==> config.mk <==
export PLATFORM = sky130hd
export DESIGN_NAME = one_wire_master
export DESIGN_NICKNAME = d
export VERILOG_FILES = /design/src/design/owm_pkg.sv /design/src/design/owm_front.sv /design/src/design/owm_engine.sv /design/src/design/one_wire_master.sv
export VERILOG_INCLUDE_DIRS = /design/src /design/src/design
export SDC_FILE = /design/constraint.sdc
export NUM_CORES = 1
export LEC_CHECK = 0
export BUFFER_PORTS_ARGS = -buffer_cell sky130_fd_sc_hd__buf_2
export CAP_MARGIN = 40
export CORE_MARGIN = 2
export CORE_UTILIZATION = 45
export CTS_CLUSTER_SIZE = 20
export DETAILED_ROUTE_END_ITERATION = 10
export HOLD_SLACK_MARGIN = 0.02
export PLACE_DENSITY_LB_ADDON = 0.2
export SLEW_MARGIN = 20
export SYNTH_ARGS = -nofsm -noshare
export SYNTH_HDL_FRONTEND = slang
export SYNTH_HIERARCHICAL = 1
export SYNTH_SLANG_ARGS = --single-unit
==> constraint.sdc <==
create_clock -name clk -period 11.63 [get_ports clk]
set_input_delay 0.5815 -clock clk [delete_from_list [all_inputs] [get_ports clk]]
set_output_delay 0.5815 -clock clk [all_outputs]
set_load 0.005 [all_outputs]
==> src/design/one_wire_master_assert.svh <==
// ---------------------------------------------------------------------------
// One-wire master assertion macros
// Checks compile away when SYNTH is defined.
// ---------------------------------------------------------------------------
`ifndef ONE_WIRE_MASTER_ASSERT_SVH
`define ONE_WIRE_MASTER_ASSERT_SVH

`ifndef SYNTH
// Same-cycle implication, sampled on clk, quiet during reset.
`define OWM_ASSERT_IMP(label, ante, cons, msg) \
  label: assert property (@(posedge clk) disable iff (!rst_n) (ante) |-> (cons)) \
    else $error(msg);
// Next-cycle implication, sampled on clk, quiet during reset.
`define OWM_ASSERT_NXT(label, ante, cons, msg) \
  label: assert property (@(posedge clk) disable iff (!rst_n) (ante) |=> (cons)) \
    else $error(msg);
`else
`define OWM_ASSERT_IMP(label, ante, cons, msg)
`define OWM_ASSERT_NXT(label, ante, cons, msg)
`endif

`endif

==> src/design/owm_pkg.sv <==
// ---------------------------------------------------------------------------
// One-wire master package
// Shared types, codes and constants of the one-wire bus master.
// ---------------------------------------------------------------------------
package owm_pkg;

  // Timer and configuration register width.
  localparam int CNT_W = 12;

  // Depth of the queue between the front and the engine.
  localparam int QDEPTH = 2;
  localparam int QPTR_W = $clog2(QDEPTH);
  localparam int QCNT_W = $clog2(QDEPTH + 1);

  // Stream widths.
  localparam int IN_DATA_W  = 16;
  localparam int IN_USER_W  = 2;
  localparam int OUT_DATA_W = 16;
  localparam int CFG_ADDR_W = 3;

  // Command codes carried on the input tuser.
  typedef enum logic [1:0] {
    OP_TICK  = 2'd0,
    OP_RESET = 2'd1,
    OP_WRITE = 2'd2,
    OP_READ  = 2'd3
  } owm_op_t;

  // Bus sequencing phases.
  typedef enum logic [2:0] {
    PH_IDLE,
    PH_RST_LOW,
    PH_RST_WAIT,
    PH_RST_TAIL,
    PH_SLOT
  } owm_phase_t;

  // Configuration register indexes.
  typedef enum logic [CFG_ADDR_W-1:0] {
    REG_SHORT_LOW     = 3'd0,
    REG_ZERO_LOW      = 3'd1,
    REG_READ_SAMPLE   = 3'd2,
    REG_SLOT_TOTAL    = 3'd3,
    REG_RESET_LOW     = 3'd4,
    REG_PRESENCE_WAIT = 3'd5,
    REG_RESET_TAIL    = 3'd6
  } owm_reg_t;

  // Register values after reset.
  localparam logic [CNT_W-1:0] RST_SHORT_LOW     = 12'd6;
  localparam logic [CNT_W-1:0] RST_ZERO_LOW      = 12'd60;
  localparam logic [CNT_W-1:0] RST_READ_SAMPLE   = 12'd9;
  localparam logic [CNT_W-1:0] RST_SLOT_TOTAL    = 12'd70;
  localparam logic [CNT_W-1:0] RST_RESET_LOW     = 12'd480;
  localparam logic [CNT_W-1:0] RST_PRESENCE_WAIT = 12'd70;
  localparam logic [CNT_W-1:0] RST_RESET_TAIL    = 12'd410;

  // One classified tick as held in the queue.
  typedef struct packed {
    owm_op_t     op;
    logic        is_cmd;
    logic [7:0]  tx_byte;
    logic        line_level;
  } owm_item_t;

  // One result as held in the output register.
  typedef struct packed {
    logic        cmd_rejected;
    logic [7:0]  rx_byte;
    logic        presence;
    logic        done_res;
    logic        busy_res;
    logic        drive_low;
  } owm_res_t;

  // A timing below the given floor counts as the floor.
  function automatic logic [CNT_W-1:0] owm_floor(input logic [CNT_W-1:0] v,
                                                 input logic [CNT_W-1:0] lo);
    owm_floor = (v < lo) ? lo : v;
  endfunction

endpackage

==> src/design/owm_front.sv <==
// ---------------------------------------------------------------------------
// One-wire master front
// Accepts tick transfers, classifies the command and queues them.
// ---------------------------------------------------------------------------
module owm_front
  import owm_pkg::*;
(
  input  logic                  clk,
  input  logic                  rst_n,
  input  logic                  in_tvalid,
  output logic                  in_tready,
  // tdata: tx_byte [7:0], line_level [8], zero fill [15:9]
  input  logic [IN_DATA_W-1:0]  in_tdata,
  // tuser: operation [1:0]
  input  logic [IN_USER_W-1:0]  in_tuser,
  input  logic                  q_pop,
  output logic                  q_valid,
  output owm_item_t             q_item
);

  owm_item_t             mem_r [QDEPTH];
  logic [QPTR_W-1:0]     wr_ptr_r, wr_ptr_nxt;
  logic [QPTR_W-1:0]     rd_ptr_r, rd_ptr_nxt;
  logic [QCNT_W-1:0]     count_r, count_nxt;
  logic                  push;
  owm_item_t             item_in;

  // Classify the incoming tick.
  always_comb begin
    item_in.op         = owm_op_t'(in_tuser);
    item_in.is_cmd     = (owm_op_t'(in_tuser) != OP_TICK);
    item_in.tx_byte    = in_tdata[7:0];
    item_in.line_level = in_tdata[8];
  end

  assign in_tready = (count_r != QCNT_W'(QDEPTH));
  assign push      = in_tvalid && in_tready;
  assign q_valid   = (count_r != '0);
  assign q_item    = mem_r[rd_ptr_r];

  // Pointer and fill count updates.
  always_comb begin
    wr_ptr_nxt = wr_ptr_r;
    rd_ptr_nxt = rd_ptr_r;
    count_nxt  = count_r;
    if (push) begin
      wr_ptr_nxt = (wr_ptr_r == QPTR_W'(QDEPTH - 1)) ? '0 : wr_ptr_r + 1'b1;
    end
    if (q_pop) begin
      rd_ptr_nxt = (rd_ptr_r == QPTR_W'(QDEPTH - 1)) ? '0 : rd_ptr_r + 1'b1;
    end
    if (push && !q_pop) begin
      count_nxt = count_r + 1'b1;
    end else if (!push && q_pop) begin
      count_nxt = count_r - 1'b1;
    end
  end

  always_ff @(posedge clk) begin
    if (!rst_n) begin
      wr_ptr_r <= '0;
      rd_ptr_r <= '0;
      count_r  <= '0;
    end else begin
      wr_ptr_r <= wr_ptr_nxt;
      rd_ptr_r <= rd_ptr_nxt;
      count_r  <= count_nxt;
    end
  end

  // Queue storage.
  always_ff @(posedge clk) begin
    if (push) begin
      mem_r[wr_ptr_r] <= item_in;
    end
  end

`include "one_wire_master_assert.svh"

  `OWM_ASSERT_IMP(a_count_bound, 1'b1, count_r <= QCNT_W'(QDEPTH), "queue overfilled")
  `OWM_ASSERT_IMP(a_pop_nonempty, q_pop, count_r != '0, "pop from empty queue")
  `OWM_ASSERT_NXT(a_push_count, push && !q_pop, count_r == $past(count_r) + 1'b1,
                  "queue count missed a push")

endmodule

==> src/design/owm_engine.sv <==
// ---------------------------------------------------------------------------
// One-wire master engine
// Runs the bus reset and bit slot timing one tick per queued item.
// ---------------------------------------------------------------------------
module owm_engine
  import owm_pkg::*;
(
  input  logic                   clk,
  input  logic                   rst_n,
  input  logic                   q_valid,
  input  owm_item_t              q_item,
  output logic                   q_pop,
  input  logic                   cfg_we,
  input  logic [CFG_ADDR_W-1:0]  cfg_addr,
  input  logic [CNT_W-1:0]       cfg_wdata,
  output logic                   out_tvalid,
  input  logic                   out_tready,
  // tdata: drive_low [0], busy_res [1], done_res [2], presence [3],
  //        rx_byte [11:4], cmd_rejected [12], zero fill [15:13]
  output logic [OUT_DATA_W-1:0]  out_tdata
);

  // Timing registers.
  logic [CNT_W-1:0] short_low_r, zero_low_r, read_sample_r, slot_total_r;
  logic [CNT_W-1:0] reset_low_r, presence_wait_r, reset_tail_r;

  // Sequencing state.
  owm_phase_t       phase_r, phase_nxt;
  owm_op_t          op_r, op_nxt;
  logic [CNT_W-1:0] cnt_r, cnt_nxt;
  logic [2:0]       bit_r, bit_nxt;
  logic [7:0]       shift_r, shift_nxt;
  logic             pres_r, pres_nxt;
  logic [7:0]       last_r, last_nxt;
  logic             done_nxt;

  // Output register.
  logic             out_valid_r;
  owm_res_t         res_r, res_nxt;

  // Per-tick working values.
  logic             start;
  owm_phase_t       ph_cur;
  owm_op_t          op_cur;
  logic [7:0]       shift_cur;
  logic [CNT_W-1:0] cnt1;
  logic [CNT_W-1:0] total, low_raw, low;
  logic [CNT_W:0]   at_sum;
  logic [CNT_W-1:0] at;
  logic [7:0]       shift_smp;
  logic             sample_hit;

  assign q_pop = q_valid && (!out_valid_r || out_tready);

  // Configuration writes; indexes past the list are dropped.
  always_ff @(posedge clk) begin
    if (!rst_n) begin
      short_low_r     <= RST_SHORT_LOW;
      zero_low_r      <= RST_ZERO_LOW;
      read_sample_r   <= RST_READ_SAMPLE;
      slot_total_r    <= RST_SLOT_TOTAL;
      reset_low_r     <= RST_RESET_LOW;
      presence_wait_r <= RST_PRESENCE_WAIT;
      reset_tail_r    <= RST_RESET_TAIL;
    end else if (cfg_we) begin
      unique case (owm_reg_t'(cfg_addr))
        REG_SHORT_LOW:     short_low_r     <= cfg_wdata;
        REG_ZERO_LOW:      zero_low_r      <= cfg_wdata;
        REG_READ_SAMPLE:   read_sample_r   <= cfg_wdata;
        REG_SLOT_TOTAL:    slot_total_r    <= cfg_wdata;
        REG_RESET_LOW:     reset_low_r     <= cfg_wdata;
        REG_PRESENCE_WAIT: presence_wait_r <= cfg_wdata;
        REG_RESET_TAIL:    reset_tail_r    <= cfg_wdata;
        default: ;
      endcase
    end
  end

  // A command from idle starts its operation on this same tick.
  assign start     = q_item.is_cmd && (phase_r == PH_IDLE);
  assign op_cur    = start ? q_item.op : op_r;
  assign shift_cur = start ? ((q_item.op == OP_WRITE) ? q_item.tx_byte : 8'h00) : shift_r;
  assign cnt1      = (start ? '0 : cnt_r) + 1'b1;

  always_comb begin
    if (!start) begin
      ph_cur = phase_r;
    end else if (q_item.op == OP_RESET) begin
      ph_cur = PH_RST_LOW;
    end else begin
      ph_cur = PH_SLOT;
    end
  end

  // Slot timing: low time clamped below the total, sample point clamped to it.
  assign total   = owm_floor(slot_total_r, CNT_W'(2));
  assign low_raw = (op_cur == OP_WRITE && !shift_cur[0]) ? owm_floor(zero_low_r, CNT_W'(1))
                                                         : owm_floor(short_low_r, CNT_W'(1));
  assign low     = (low_raw > total - 1'b1) ? total - 1'b1 : low_raw;
  assign at_sum  = {1'b0, low} + {1'b0, owm_floor(read_sample_r, CNT_W'(1))};
  assign at      = (at_sum > {1'b0, total}) ? total : at_sum[CNT_W-1:0];
  assign sample_hit = (op_cur == OP_READ) && (cnt1 == at);
  assign shift_smp  = sample_hit ? {q_item.line_level, shift_cur[7:1]} : shift_cur;

  // Next state of the sequencer.
  always_comb begin
    phase_nxt = phase_r;
    op_nxt    = op_r;
    cnt_nxt   = cnt_r;
    bit_nxt   = bit_r;
    shift_nxt = shift_r;
    pres_nxt  = pres_r;
    last_nxt  = last_r;
    done_nxt  = 1'b0;
    if (start) begin
      op_nxt    = q_item.op;
      cnt_nxt   = '0;
      bit_nxt   = '0;
      shift_nxt = shift_cur;
      phase_nxt = ph_cur;
    end
    unique case (ph_cur)
      PH_IDLE: ;
      PH_RST_LOW: begin
        cnt_nxt = cnt1;
        if (cnt1 >= owm_floor(reset_low_r, CNT_W'(1))) begin
          phase_nxt = PH_RST_WAIT;
          cnt_nxt   = '0;
        end
      end
      PH_RST_WAIT: begin
        cnt_nxt = cnt1;
        if (cnt1 >= owm_floor(presence_wait_r, CNT_W'(1))) begin
          pres_nxt = ~q_item.line_level;
          cnt_nxt  = '0;
          if (reset_tail_r == '0) begin
            done_nxt  = 1'b1;
            phase_nxt = PH_IDLE;
          end else begin
            phase_nxt = PH_RST_TAIL;
          end
        end
      end
      PH_RST_TAIL: begin
        cnt_nxt = cnt1;
        if (cnt1 >= reset_tail_r) begin
          done_nxt  = 1'b1;
          phase_nxt = PH_IDLE;
          cnt_nxt   = '0;
        end
      end
      PH_SLOT: begin
        cnt_nxt   = cnt1;
        shift_nxt = shift_smp;
        if (cnt1 >= total) begin
          if (op_cur == OP_WRITE) begin
            shift_nxt = {1'b0, shift_cur[7:1]};
          end
          cnt_nxt = '0;
          if (bit_r == 3'd7 && !start) begin
            if (op_cur == OP_READ) begin
              last_nxt = shift_smp;
            end
            bit_nxt   = '0;
            done_nxt  = 1'b1;
            phase_nxt = PH_IDLE;
          end else begin
            bit_nxt = (start ? 3'd0 : bit_r) + 1'b1;
          end
        end
      end
      default: ;
    endcase
  end

  // Result of this tick.
  always_comb begin
    res_nxt.drive_low    = (ph_cur == PH_RST_LOW) || (ph_cur == PH_SLOT && cnt1 <= low);
    res_nxt.busy_res     = (ph_cur != PH_IDLE);
    res_nxt.done_res     = done_nxt;
    res_nxt.presence     = pres_nxt;
    res_nxt.rx_byte      = last_nxt;
    res_nxt.cmd_rejected = q_item.is_cmd && (phase_r != PH_IDLE);
  end

  // State advances only when a tick is taken from the queue.
  always_ff @(posedge clk) begin
    if (!rst_n) begin
      phase_r <= PH_IDLE;
      op_r    <= OP_TICK;
      cnt_r   <= '0;
      bit_r   <= '0;
      shift_r <= '0;
      pres_r  <= 1'b0;
      last_r  <= '0;
    end else if (q_pop) begin
      phase_r <= phase_nxt;
      op_r    <= op_nxt;
      cnt_r   <= cnt_nxt;
      bit_r   <= bit_nxt;
      shift_r <= shift_nxt;
      pres_r  <= pres_nxt;
      last_r  <= last_nxt;
    end
  end

  // Output register: loads on every pop, empties on a transfer.
  always_ff @(posedge clk) begin
    if (!rst_n) begin
      out_valid_r <= 1'b0;
    end else if (q_pop) begin
      out_valid_r <= 1'b1;
    end else if (out_tready) begin
      out_valid_r <= 1'b0;
    end
  end

  always_ff @(posedge clk) begin
    if (q_pop) begin
      res_r <= res_nxt;
    end
  end

  assign out_tvalid = out_valid_r;
  assign out_tdata  = {(OUT_DATA_W - $bits(owm_res_t))'(0), res_r};

`include "one_wire_master_assert.svh"

  `OWM_ASSERT_IMP(a_bit_in_slot, bit_r != '0, phase_r == PH_SLOT,
                  "bit index set outside a slot")
  `OWM_ASSERT_NXT(a_done_idle, q_pop && done_nxt, phase_r == PH_IDLE,
                  "sequencer not idle after done")
  `OWM_ASSERT_IMP(a_drive_busy, out_valid_r && res_r.drive_low, res_r.busy_res,
                  "bus driven low while not busy")

endmodule

==> src/design/one_wire_master.sv <==
// ---------------------------------------------------------------------------
// One-wire bus master
// Bus reset, byte write and byte read with programmable bit timing.
// ---------------------------------------------------------------------------
// Each input transfer is one timing tick: tuser carries the command (tick
// only, bus reset, write byte, read byte), tdata the byte to send and the
// sampled line level. Every tick yields exactly one output transfer holding
// the line drive, busy, done, presence, the last read byte and a flag for a
// command that arrived while busy and was dropped.
// A 2-entry queue sits between the input front and the timing engine, and
// the engine writes an output register. One tick is taken per cycle while
// out_tready does not hold the output register; a tick's result passes
// through the queue and then the output register. The engine's single-tick
// step (timer compare and slot decode) sets that rate.
// When out_tready is low the result is held, the engine stops, the queue
// fills and in_tready drops; no tick is lost or repeated.
// The user writes the timing registers through cfg_we/cfg_addr/cfg_wdata
// only while the block is idle; the block does not enforce it. A synchronous
// reset returns them to their default values, empties the queue and idles
// the sequencer.
module one_wire_master
  import owm_pkg::*;
(
  input  logic                   clk,
  input  logic                   rst_n,
  input  logic                   in_tvalid,
  output logic                   in_tready,
  // tdata: tx_byte [7:0], line_level [8], zero fill [15:9]
  input  logic [IN_DATA_W-1:0]   in_tdata,
  // tuser: operation [1:0]
  input  logic [IN_USER_W-1:0]   in_tuser,
  output logic                   out_tvalid,
  input  logic                   out_tready,
  // tdata: drive_low [0], busy_res [1], done_res [2], presence [3],
  //        rx_byte [11:4], cmd_rejected [12], zero fill [15:13]
  output logic [OUT_DATA_W-1:0]  out_tdata,
  input  logic                   cfg_we,
  input  logic [CFG_ADDR_W-1:0]  cfg_addr,
  input  logic [CNT_W-1:0]       cfg_wdata
);

  logic      q_valid;
  logic      q_pop;
  owm_item_t q_item;

  // Input front and tick queue.
  owm_front u_front (
    .clk       (clk),
    .rst_n     (rst_n),
    .in_tvalid (in_tvalid),
    .in_tready (in_tready),
    .in_tdata  (in_tdata),
    .in_tuser  (in_tuser),
    .q_pop     (q_pop),
    .q_valid   (q_valid),
    .q_item    (q_item)
  );

  // Timing engine and output register.
  owm_engine u_engine (
    .clk        (clk),
    .rst_n      (rst_n),
    .q_valid    (q_valid),
    .q_item     (q_item),
    .q_pop      (q_pop),
    .cfg_we     (cfg_we),
    .cfg_addr   (cfg_addr),
    .cfg_wdata  (cfg_wdata),
    .out_tvalid (out_tvalid),
    .out_tready (out_tready),
    .out_tdata  (out_tdata)
  );

endmodule

==> flow_metrics.env, run 1 <==
export IMPL_start_util_pct=46.2
export IMPL_wl_per_cell_um=17.5
export IMPL_hold_viol=0
export IMPL_worstHoldEndpoint="u_front/mem_r[1][7]$_DFFE_PP_"
export IMPL_tns_ns=0
export IMPL_yosysTopAreaCell="dfxtp_1"
export IMPL_clkLatencyLatePin_ns=0.44
export IMPL_async_reset_ff_share_pct=0
export IMPL_end_kind="flop"
export IMPL_layout_nets=1414
export IMPL_rsz0062_at_grt="no"
export IMPL_min_path_cells=1
export IMPL_setup_viol=0
export IMPL_ctsHoldBuffers=0
export IMPL_drcViolationCount=0
export IMPL_synth_top_area_share_pct=24.2
export IMPL_ioPinCount=56
export IMPL_reg2reg_slack_ns=2.07
export IMPL_cts_root_buf="clkbuf_16"
export IMPL_grt_max_degree=77
export IMPL_ys_ff_latch=164
export IMPL_vdd_drop_max_mv=0.105
export IMPL_cts_setup_buffers=0
export IMPL_slew_limit_headroom_pct=52.2
export IMPL_die_height_um=157
export IMPL_rr_endpoint="u_engine/out_tdata[4]$_DFFE_PP_"
export IMPL_powerDensity_mw_per_mm2=177
export IMPL_routed_wl_um=28100
export IMPL_overflow=0
export IMPL_max_stage_delay_ns=0.47
export IMPL_fin_crit_sh_pct=82.2
export IMPL_diodes=0
export IMPL_fmax_mhz=105
export IMPL_cts_buffers=17
export IMPL_die_w_um=157
export IMPL_synth_cell_types=72
export IMPL_grt_pass1_vias=8387
export IMPL_hpwl_um=20600
export IMPL_skew_ns=0.0192
export IMPL_synth_ff_type="dfxtp_1"
export IMPL_maxCapViolations=0
export IMPL_drtIter0Drc=614
export IMPL_grt_util_all_layers_pct=23.7
export IMPL_cts_resized_gates=0
export IMPL_r2r_cells=41
export IMPL_maxSlewViolCount=0
export IMPL_critPathMaxFanout=30
export IMPL_first_pass_iters=5
export IMPL_detail_route_antenna_nets=0
export IMPL_synth_edf_count=37
export IMPL_p_leak_uw=0.00515
export IMPL_required_ns=11.82
export IMPL_yosysSeqAreaShare_pct=34.8
export IMPL_worst_hold_startpoint="in_tdata[6]"
export IMPL_worstSetupPathType="reg2reg"
export IMPL_cts_tree="built"
export IMPL_min_period_ns=9.56
export IMPL_rows=55
export IMPL_grt_pass1_wl_um=45300
export IMPL_synth_most_common_cell="nand2_1"
export IMPL_hold_slack_ns=0.330
export IMPL_cp_slowest_cell="a211oi_2"
export IMPL_syn_avg_cell_area_sq_um=8.38
export IMPL_port_buffers=45
export IMPL_antenna_found_initial=0
export IMPL_die_area_sq_mm=0.0246
export IMPL_core_area_sq_mm=0.0228
export IMPL_vias_per_cell=5.57
export IMPL_area_delta_synth_final_pct=10.7
export IMPL_synth_area_top_cells="dfxtp_1 (24%), ha_1 (11%), edfxtp_1 (11%), nand2_1 (8.0%), a21oi_1 (3.5%)"
export IMPL_hold_path_class="in2reg"
export IMPL_cts_sinks=164
export IMPL_synthTopCellsByCount="nand2_1 (224), dfxtp_1 (127), ha_1 (96)"
export IMPL_synth_cell_area_sq_mm=0.0105
export IMPL_cp_data_arrival_time_ns=9.74
export IMPL_place_gp_congestion=0.908
export IMPL_htreeDepth=4
export IMPL_vias=8933
export IMPL_yosysWarnings=6
export IMPL_status="finished clean"
export IMPL_clockBufferDepth=2
export IMPL_syn_inst=1255
export IMPL_layout_drive_gt1_share_pct=10.5
export IMPL_clk_pin_slew_ns=0.07
export IMPL_worst_slew_pin_slew_ns=0.715
export IMPL_startpoint_type="flop"
==> worst max-delay path by stage <==
stage                     slack, ns  cells past startpoint                              end
after floorplan                2.61                     42  u_engine/out_tdata[4]$_DFFE_PP_
after global placement         1.66                     39  u_engine/out_tdata[4]$_DFFE_PP_
after detailed placement       1.93                     41  u_engine/out_tdata[4]$_DFFE_PP_
after CTS                      1.87                     40  u_engine/out_tdata[4]$_DFFE_PP_
after global routing           1.51                     41  u_engine/out_tdata[4]$_DFFE_PP_
final                          2.07                     41  u_engine/out_tdata[4]$_DFFE_PP_
==> final cells by class <==
| cell class | count | area (sq um) |
|---|---|---|
| inverters | 85 | 319 |
| clock inverters | 15 | 156 |
| clock buffers | 17 | 425 |
| flip-flops and latches | 164 | 3650 |
| repair buffers | 67 | 402 |
| fillers | 2203 | 11100 |
| multi-input cells | 944 | 6290 |
| well taps | 313 | 392 |
==> where the power goes <==
| group | switching [uW] | total [uW] | internal, uW | leakage [uW] |
|---|---|---|---|---|
| Combinational | 511 | 826 | 315 | 0.00349 |
| Sequential | 35.1 | 680 | 645 | 0.00138 |
| Clock | 267 | 554 | 287 | 0.000282 |
| Total | 812 | 2060 | 1250 | 0.00515 |
==> metal layers <==
layer | track usage [%] | up-vias | share of wire, %
met5 | 0 | - | 0
met4 | 7.38 | 0 | 1.9
met3 | 3.32 | 43 | 3.7
met2 | 37.1 | 188 | 45
met1 | 33.9 | 4211 | 50
li1 | - | 4491 | -
==> per-stage QoR <==
stage | total power [uW] | instances | util [%] | setup WS, ns | instance area (sq um)
after floorplan | 1280 | 1257 | - | 2.61 | 10500
after global placement | 1490 | 1566 | 48.3 | 1.66 | 11000
after detailed placement | 1500 | 1571 | 48.4 | 1.93 | 11000
after CTS | 2060 | 1603 | 51.0 | 1.87 | 11600
after global routing | 2190 | 1605 | 51.1 | 1.51 | 11600
final | 2060 | 1605 | 51.1 | 2.07 | 11600
==> critical path, delay by kind of cell (launching register included) <==
kind,cells,cell delay [ns]
mux,6,1.64
compound gates,14,3.23
xor+xnor,1,0.13
flops,1,0.30
buf+inv,6,1.31
fa+ha+maj,4,1.16
simple gates,10,1.49
==> placed cells by master, fill, tap and decap left out, types with 10 or more instances in the layout <==
| master | Yosys | layout |
|---|---|---|
| nor4_1 | 20 | 20 |
| nor2_1 | 56 | 56 |
| nand3_1 | 39 | 39 |
| nand4_1 | 17 | 17 |
| a21o_1 | 46 | 46 |
| nor2b_1 | 17 | 17 |
| xor2_1 | 17 | 17 |
| inv_1 | 85 | 85 |
| mux2_2 | 15 | 15 |
| o211ai_1 | 20 | 20 |
| a21boi_0 | 43 | 43 |
| nor3_1 | 17 | 17 |
| nand2b_1 | 18 | 18 |
| buf_2 | 5 | 45 |
| mux2i_1 | 24 | 24 |
| a21oi_1 | 74 | 74 |
| dfxtp_1 | 127 | 127 |
| buf_4 | 3 | 20 |
| xnor2_1 | 30 | 30 |
| ha_1 | 96 | 96 |
| o21ai_0 | 40 | 40 |
| edfxtp_1 | 37 | 37 |
| nand2_1 | 224 | 224 |
| clkbuf_16 | 0 | 17 |
| and3_1 | 10 | 10 |
| a32oi_1 | 11 | 11 |
==> sequential cells by signal (all words and copies together), names as in the netlist, 3 cells and up, named ones only <==
name                      flops
u_engine/phase_r              3
u_engine/presence_wait_r     12
u_engine/cnt_r               12
u_engine/reset_tail_r        12
u_engine/out_tdata           13
u_front/mem_r                24
u_engine/short_low_r         12
u_engine/shift_r              8
u_engine/reset_low_r         12
u_engine/bit_r                3
u_engine/read_sample_r       12
u_engine/last_r               8
u_engine/zero_low_r          12
u_engine/slot_total_r        12
==> cell families (layout without fill, tap and decap cells) <==
group                      count (synthesis)  in the layout  share of synthesized area (%)
adders and majority gates                 99             99                           11.8
xor gates and xnor gates                  47             47                           3.92
other                                      1              3                         0.0357
and+or+nand+nor                          447            447                           19.8
buffers and inverters                    149            184                           5.50
DFF                                      164            164                           34.8
AOI/OAI and AO/OA                        306            306                           19.9
muxes                                     42             42                           4.27
Power figures use the tool's default switching activity.
==> run 2: changes to the inputs <==
Settings changed: ABC_AREA from default to 1.
Clock period 11.63 ns to 7.91 ns, I/O delays scaled along.
==> run 2 against run 1 <==
Against the previous run:
- synthesized cell count rose by 17%
- worst setup slack worse by 1.5 ns
- worst hold slack worse by 0.19 ns
- clock skew decreased by 0.0055 ns
- sequential cell count stayed put
- global-route usage up 0.32 points
- area after synthesis rose by 0.98%
- register-to-register slack worse by 1.5 ns
- critical path type unchanged
- largest cell class unchanged
==> flow_metrics.env, run 2 <==
export IMPL_reg2reg_slack_ns=0.54
export IMPL_synth_most_common_cell="nand2_1"
export IMPL_synth_compound_area_share_pct=16.1
export IMPL_hold_viol=0
export IMPL_min_period_ns=7.37
export IMPL_synth_top_area_share_pct=24.0
export IMPL_min_path_cells=1
export IMPL_n_fill_cell=2249
export IMPL_maxCapViolations=0
export IMPL_cp_slowest_cell="fa_1"
export IMPL_layout_common_cells="nand2_1 (291), inv_1 (193), o21ai_0 (132), nor2_1 (131), dfxtp_1 (124)"
export IMPL_vias_per_cell=5.29
export IMPL_cts_buffers=17
export IMPL_final_core_util_pct=51.7
export IMPL_hpwl_um=21000
export IMPL_grt_pass1_vias=8890
export IMPL_cts_sinks=164
export IMPL_power_switching_uw=2230
export IMPL_overflow=0
export IMPL_slew_limit_headroom_pct=50.8
export IMPL_vdd_drop_max_mv=0.216
export IMPL_worst_slew_pin_slew_ns=0.732
export IMPL_area_delta_synth_final_pct=13.7
export IMPL_core_area_sq_mm=0.0233
export IMPL_layout_nets=1652
export IMPL_routed_wl_um=29100
export IMPL_synthMuxAreaShare_pct=1.63
export IMPL_antenna_found_initial=0
export IMPL_yosysWarnings=6
export IMPL_ys_ff_latch=164
export IMPL_hold_path_class="in2reg"
export IMPL_setup_slack_ns=0.539
export IMPL_powerDensity_mw_per_mm2=390
export IMPL_layout_drive_gt1_share_pct=13.0
export IMPL_detail_route_antenna_nets=0
export IMPL_rsz0062_at_grt="yes"
export IMPL_setup_viol=0
export IMPL_dp_cells=1805
export IMPL_grt_util_all_layers_pct=24.1
export IMPL_grt_pass1_wl_um=46100
export IMPL_r2r_cells=53
export IMPL_max_stage_delay_ns=0.42
export IMPL_maxSlewViolCount=0
export IMPL_grt_max_degree=63
export IMPL_vias=9782
export IMPL_ctsHoldBuffers=0
export IMPL_worst_hold_startpoint="in_tdata[8]"
export IMPL_first_pass_iters=5
export IMPL_synthXorXnorAreaFrac_pct=1.32
export IMPL_synth_ff_type="dfxtp_1"
export IMPL_synth_area_top_cells="dfxtp_1 (24%), ha_1 (11%), edfxtp_1 (10%), nand2_1 (10%), inv_1 (6.9%)"
export IMPL_die_area_sq_mm=0.0248
export IMPL_die_height_um=158
export IMPL_place_gp_congestion=0.896
export IMPL_synth_cell_types=52
export IMPL_largest_reg_flops=24
export IMPL_synth_top_family_by_area="simple AND/OR/NAND/NOR gates"
export IMPL_cts_root_buf="clkbuf_16"
export IMPL_syn_inst=1469
export IMPL_drcViolationCount=0
export IMPL_start_util_pct=45.5
export IMPL_htreeDepth=4
export IMPL_worstHoldEndpoint="u_front/mem_r[1][0]$_DFFE_PP_"
export IMPL_status="finished clean"
export IMPL_wl_per_cell_um=15.8
export IMPL_worstSetupPathType="reg2reg"
export IMPL_critPathMaxFanout=15
export IMPL_rr_endpoint="u_engine/out_tdata[11]$_DFFE_PP_"
export IMPL_dp_slack_ns=-0.0449
export IMPL_synth_simple_area_share_pct=25.3
export IMPL_cts_tree="built"
export IMPL_switching_share_pct=47.3
export IMPL_internal_power_uw=2480
export IMPL_power_frac_comb_pct=58.7
export IMPL_fin_crit_sh_pct=93.2
export IMPL_regMostFlops="u_front/mem_r"
export IMPL_p_leak_uw=0.00586
export IMPL_yosysSeqAreaShare_pct=34.4
export IMPL_tns_ns=0
export IMPL_finalNonFillerCells=1849
export IMPL_startpoint_type="flop"
export IMPL_clk_pin_slew_ns=0.08
export IMPL_skew_ns=0.0137
export IMPL_die_w_um=158
export IMPL_layout_commonest_cell="nand2_1"
export IMPL_fmax_mhz=136
export IMPL_diodes=0
export IMPL_seqPwrFrac_pct=22.9
export IMPL_async_reset_ff_share_pct=0
export IMPL_rows=56
export IMPL_clockBufferDepth=2
export IMPL_clkLatencyLatePin_ns=0.44
export IMPL_yosys_area_share_adder_pct=11.5
export IMPL_end_kind="flop"
export IMPL_synthTopCellsByCount="nand2_1 (292), inv_1 (195), nor2_1 (136)"
export IMPL_port_buffers=45
export IMPL_synth_cell_area_sq_mm=0.0106
export IMPL_syn_avg_cell_area_sq_um=7.23
export IMPL_required_ns=8.10
export IMPL_hold_slack_ns=0.144
export IMPL_cp_data_arrival_time_ns=7.56
export IMPL_ioPinCount=56
export IMPL_yosysTopAreaCell="dfxtp_1"
export IMPL_power_frac_clock_pct=18.4
export IMPL_drtIter0Drc=769
export IMPL_synth_edf_count=37
export IMPL_cp_common_cell="nand2_1"
[run 2: cell count changes in the layout (fill, tap and decap cells not counted), sizes merged, moves of 19 or more]
cell    delta
a21boi    -40
inv      +115
nand2b    -19
nor2      +86
o21ai     +91
a21oi     +30
nand2     +83
nand3     +52
a21o      -44
xnor2     -27
mux2i     -25
[run 2: kinds of logic after synthesis]
group,Yosys count
mux,12
compound gates,305
buf+inv,265
simple gates,609
fa+ha+maj,97
xor+xnor,16
other cells,1
flops,164
[run 2: how the worst max path moves through the flow]
stage | from | to | slack (ns) | depth (start not counted)
final | flop | u_engine/out_tdata[11]$_DFFE_PP_ | 0.54 | 53
after floorplan | flop | u_engine/out_tdata[10]$_DFFE_PP_ | 0.57 | 54
after CTS | flop | u_engine/out_tdata[11]$_DFFE_PP_ | 0.003 | 53
after global routing | flop | u_engine/shift_r[3]$_SDFFE_PN0P_ | -0.09 | 52
after detailed placement | flop | u_engine/out_tdata[9]$_DFFE_PP_ | -0.04 | 53
after global placement | flop | u_engine/out_tdata[9]$_DFFE_PP_ | 0.11 | 54
[run 2: per-stage QoR]
stage / cell area, sq um / power, uW
2_1_floorplan: 10600 / 2980
3_3_place_gp: 11200 / 3580
3_5_place_dp: 11200 / 3640
4_1_cts: 11900 / 4530
5_1_grt: 12100 / 5150
6_report: 12100 / 4710
[run 2: per-layer routing]
metal | share of wire [%] | track usage (%) | up-vias
met2 | 45 | 38.1 | 238
li1 | - | - | 4993
met4 | 2.4 | 7.75 | 0
met5 | 0 | 0 | -
met1 | 48 | 33.9 | 4507
met3 | 5.0 | 3.48 | 44
[run 2: cell type report]
| class | instances | area [sq um] | share of cell area (%) |
|---|---|---|---|
| clock inverters | 15 | 213 | 1.76 |
| clock buffers | 17 | 425 | 3.53 |
| inverters | 206 | 777 | 6.44 |
| repair inverters | 1 | 7.51 | 0.0622 |
| repair buffers | 84 | 559 | 4.63 |
| well taps | 319 | 399 | 3.31 |
| flip-flops and latches | 164 | 3660 | 30.3 |
| multi-input cells | 1043 | 6030 | 49.9 |
[run 2: power groups by stage]
stage | clock [uW] | sequential (uW) | combinational (uW)
6_report | 868 | 1080 | 2770
5_1_grt | 914 | 1090 | 3140
4_1_cts | 884 | 1080 | 2570
3_5_place_dp | 0 | 1090 | 2550
3_3_place_gp | 0 | 1090 | 2490
2_1_floorplan | 0 | 1080 | 1900
[run 2: critical path: cells and delay by family, from the launching register on]
kind / cells / cell delay, ns
fa+ha+maj: 4 / 1.23
buf+inv: 6 / 0.56
compound gates: 8 / 1.14
flops: 1 / 0.38
mux: 1 / 0.34
simple gates: 34 / 3.46
[run 2: repair_timing]
item	4_1_cts	5_1_grt
endpoints found under the setup margin	14	24
buffers inserted	0	9
resized for setup	1	30
gates cloned	0	2
pin swaps	0	10
==> run 3: changes to the inputs <==
Settings changed: CTS_BUF_LIST from default to sky130_fd_sc_hd__clkbuf_4 sky130_fd_sc_hd__clkbuf_8.
==> run 3 against run 2 <==
Against the previous run:
- global-route usage is 0.11 points lower
- core utilization is 0.92 points lower
- via count is 0.70% lower
- register-to-register slack better by 0.07 ns
- final area is 1.8% lower
==> flow_metrics.env, run 3 (same netlist as run 2, synthesis figures left out) <==
export IMPL_htreeDepth=4
export IMPL_startpoint_type="flop"
export IMPL_hold_path_class="in2reg"
export IMPL_max_stage_delay_ns=0.40
export IMPL_maxCapViolations=0
export IMPL_min_path_cells=1
export IMPL_clkLatencyLatePin_ns=0.47
export IMPL_fin_crit_sh_pct=92.3
export IMPL_internal_power_uw=2290
export IMPL_area_delta_synth_final_pct=11.7
export IMPL_hpwl_um=21000
export IMPL_layout_commonest_cell="nand2_1"
export IMPL_fmax_mhz=137
export IMPL_die_area_sq_mm=0.0248
export IMPL_worst_hold_startpoint="in_tdata[8]"
export IMPL_grt_max_degree=63
export IMPL_n_fill_cell=2279
export IMPL_power_frac_comb_pct=61.4
export IMPL_required_ns=8.15
export IMPL_die_w_um=158
export IMPL_r2r_cells=52
export IMPL_cts_buffers=17
export IMPL_place_gp_congestion=0.896
export IMPL_skew_ns=0.0162
export IMPL_layout_nets=1649
export IMPL_end_kind="flop"
export IMPL_critPathMaxFanout=10
export IMPL_powerDensity_mw_per_mm2=378
export IMPL_overflow=0
export IMPL_tns_ns=0
export IMPL_port_buffers=45
export IMPL_antenna_found_initial=0
export IMPL_min_period_ns=7.30
export IMPL_rr_endpoint="u_engine/out_tdata[9]$_DFFE_PP_"
export IMPL_diodes=0
export IMPL_cts_root_buf="clkbuf_8"
export IMPL_place_area_sq_mm=0.0112
export IMPL_slew_limit_headroom_pct=49.8
export IMPL_drtIter0Drc=798
export IMPL_worstHoldEndpoint="u_front/mem_r[1][0]$_DFFE_PP_"
export IMPL_core_area_sq_mm=0.0233
export IMPL_power_frac_clock_pct=14.6
export IMPL_seqPwrFrac_pct=24.0
export IMPL_path_buf_inv=7
export IMPL_cts_sinks=164
export IMPL_drcViolationCount=0
export IMPL_worstSetupPathType="reg2reg"
export IMPL_grt_util_all_layers_pct=24.0
export IMPL_cts_tree="built"
export IMPL_status="finished clean"
export IMPL_first_pass_iters=5
export IMPL_detail_route_antenna_nets=0
export IMPL_crit_family="simple AND/OR/NAND/NOR gates"
export IMPL_switching_share_pct=49.0
export IMPL_clk_pin_slew_ns=0.11
export IMPL_regMostFlops="u_front/mem_r"
export IMPL_layout_drive_gt1_share_pct=13.0
export IMPL_finalNonFillerCells=1846
export IMPL_dp_cells=1805
export IMPL_rows=56
export IMPL_clockBufferDepth=2
export IMPL_wl_per_cell_um=15.7
export IMPL_hold_viol=0
export IMPL_die_height_um=158
export IMPL_largest_reg_flops=24
export IMPL_start_util_pct=45.5
export IMPL_cp_slowest_cell="dfxtp_4"
export IMPL_grt_pass1_wl_um=46000
export IMPL_ctsHoldBuffers=0
export IMPL_grt_pass1_vias=8829
export IMPL_p_leak_uw=0.00578
export IMPL_vias_per_cell=5.26
export IMPL_reg2reg_slack_ns=0.61
export IMPL_layout_common_cells="nand2_1 (290), inv_1 (193), o21ai_0 (132), nor2_1 (131), dfxtp_1 (121)"
export IMPL_ioPinCount=56
export IMPL_worst_slew_pin_slew_ns=0.748
export IMPL_vdd_drop_max_mv=0.199
export IMPL_power_switching_uw=2190
export IMPL_routed_wl_um=29000
export IMPL_maxSlewViolCount=0
export IMPL_final_area_sq_mm=0.0119
export IMPL_cp_data_arrival_time_ns=7.54
export IMPL_setup_viol=0
export IMPL_cp_common_cell="nand2_1"
export IMPL_vias=9714
run 3: cell count changes in the layout (fill, tap and decap cells not counted), sizes merged:
cell and change:
inv +1, clkinvlp -2, buf -2
run 3: area by class of cell:
type / instances / area (sq um) / area share (%)
repair buffers: 82 / 544 / 4.59
clock inverters: 15 / 213 / 1.79
inverters: 206 / 776 / 6.54
flip-flops and latches: 164 / 3660 / 30.9
multi-input cells: 1043 / 6020 / 50.8
clock buffers: 17 / 234 / 1.97
well taps: 319 / 399 / 3.37
run 3: stage by stage:
step | utilization [%] | hold slack, ns | worst slack, ns | power (uW)
floorplan | - | 0.429 | 0.569 | 2980
global placement | 47.9 | 0.451 | 0.114 | 3580
detailed placement | 48.2 | 0.452 | -0.0449 | 3640
CTS | 50.1 | 0.0838 | 0.111 | 4320
global route | 50.8 | 0.0774 | -0.0722 | 4920
finish | 50.8 | 0.107 | 0.611 | 4480
run 3: worst max path at each step:
| stage | startpoint | end | slack [ns] | depth (start not counted) |
|---|---|---|---|---|
| after floorplan | flop | u_engine/out_tdata[10]$_DFFE_PP_ | 0.57 | 54 |
| after global placement | flop | u_engine/out_tdata[9]$_DFFE_PP_ | 0.11 | 54 |
| after detailed placement | flop | u_engine/out_tdata[9]$_DFFE_PP_ | -0.04 | 53 |
| after CTS | flop | u_engine/out_tdata[9]$_DFFE_PP_ | 0.11 | 53 |
| after global routing | flop | u_engine/last_r[5]$_SDFFE_PN0P_ | -0.07 | 52 |
| final | flop | u_engine/out_tdata[9]$_DFFE_PP_ | 0.61 | 52 |
run 3: repair_timing:
item,in CTS,in global routing
gates resized for setup,2,32
setup buffers,0,7
setup endpoints to repair,24,24
pin swaps,0,7
gates cloned,0,1
run 3: worst reg2reg max path: cells and delay by family, from the launching register on:
family                     cells  cell delay [ns]
adders and majority gates      3             0.84
xor gates and xnor gates       1             0.24
buffers and inverters          7             0.66
DFF                            1             0.40
AOI/OAI and AO/OA             10             1.48
and+or+nand+nor               30             3.12
muxes                          1             0.33
run 3: routing by layer:
metal  up-vias  global-route usage [%]  wire length (um)
met1      4483                    34.2             14100
met3        36                    3.12              1360
met5         -                       0                 0
li1       4979                       -                 -
met4         0                    6.71               579
met2       216                    38.1             12900
run 3: power groups by stage:
stage,Sequential [uW],Clock (uW),Combinational [uW]
finish,1080,654,2750
global route,1090,702,3130
CTS,1080,669,2570
detailed placement,1090,0,2550
global placement,1090,0,2490
floorplan,1080,0,1900
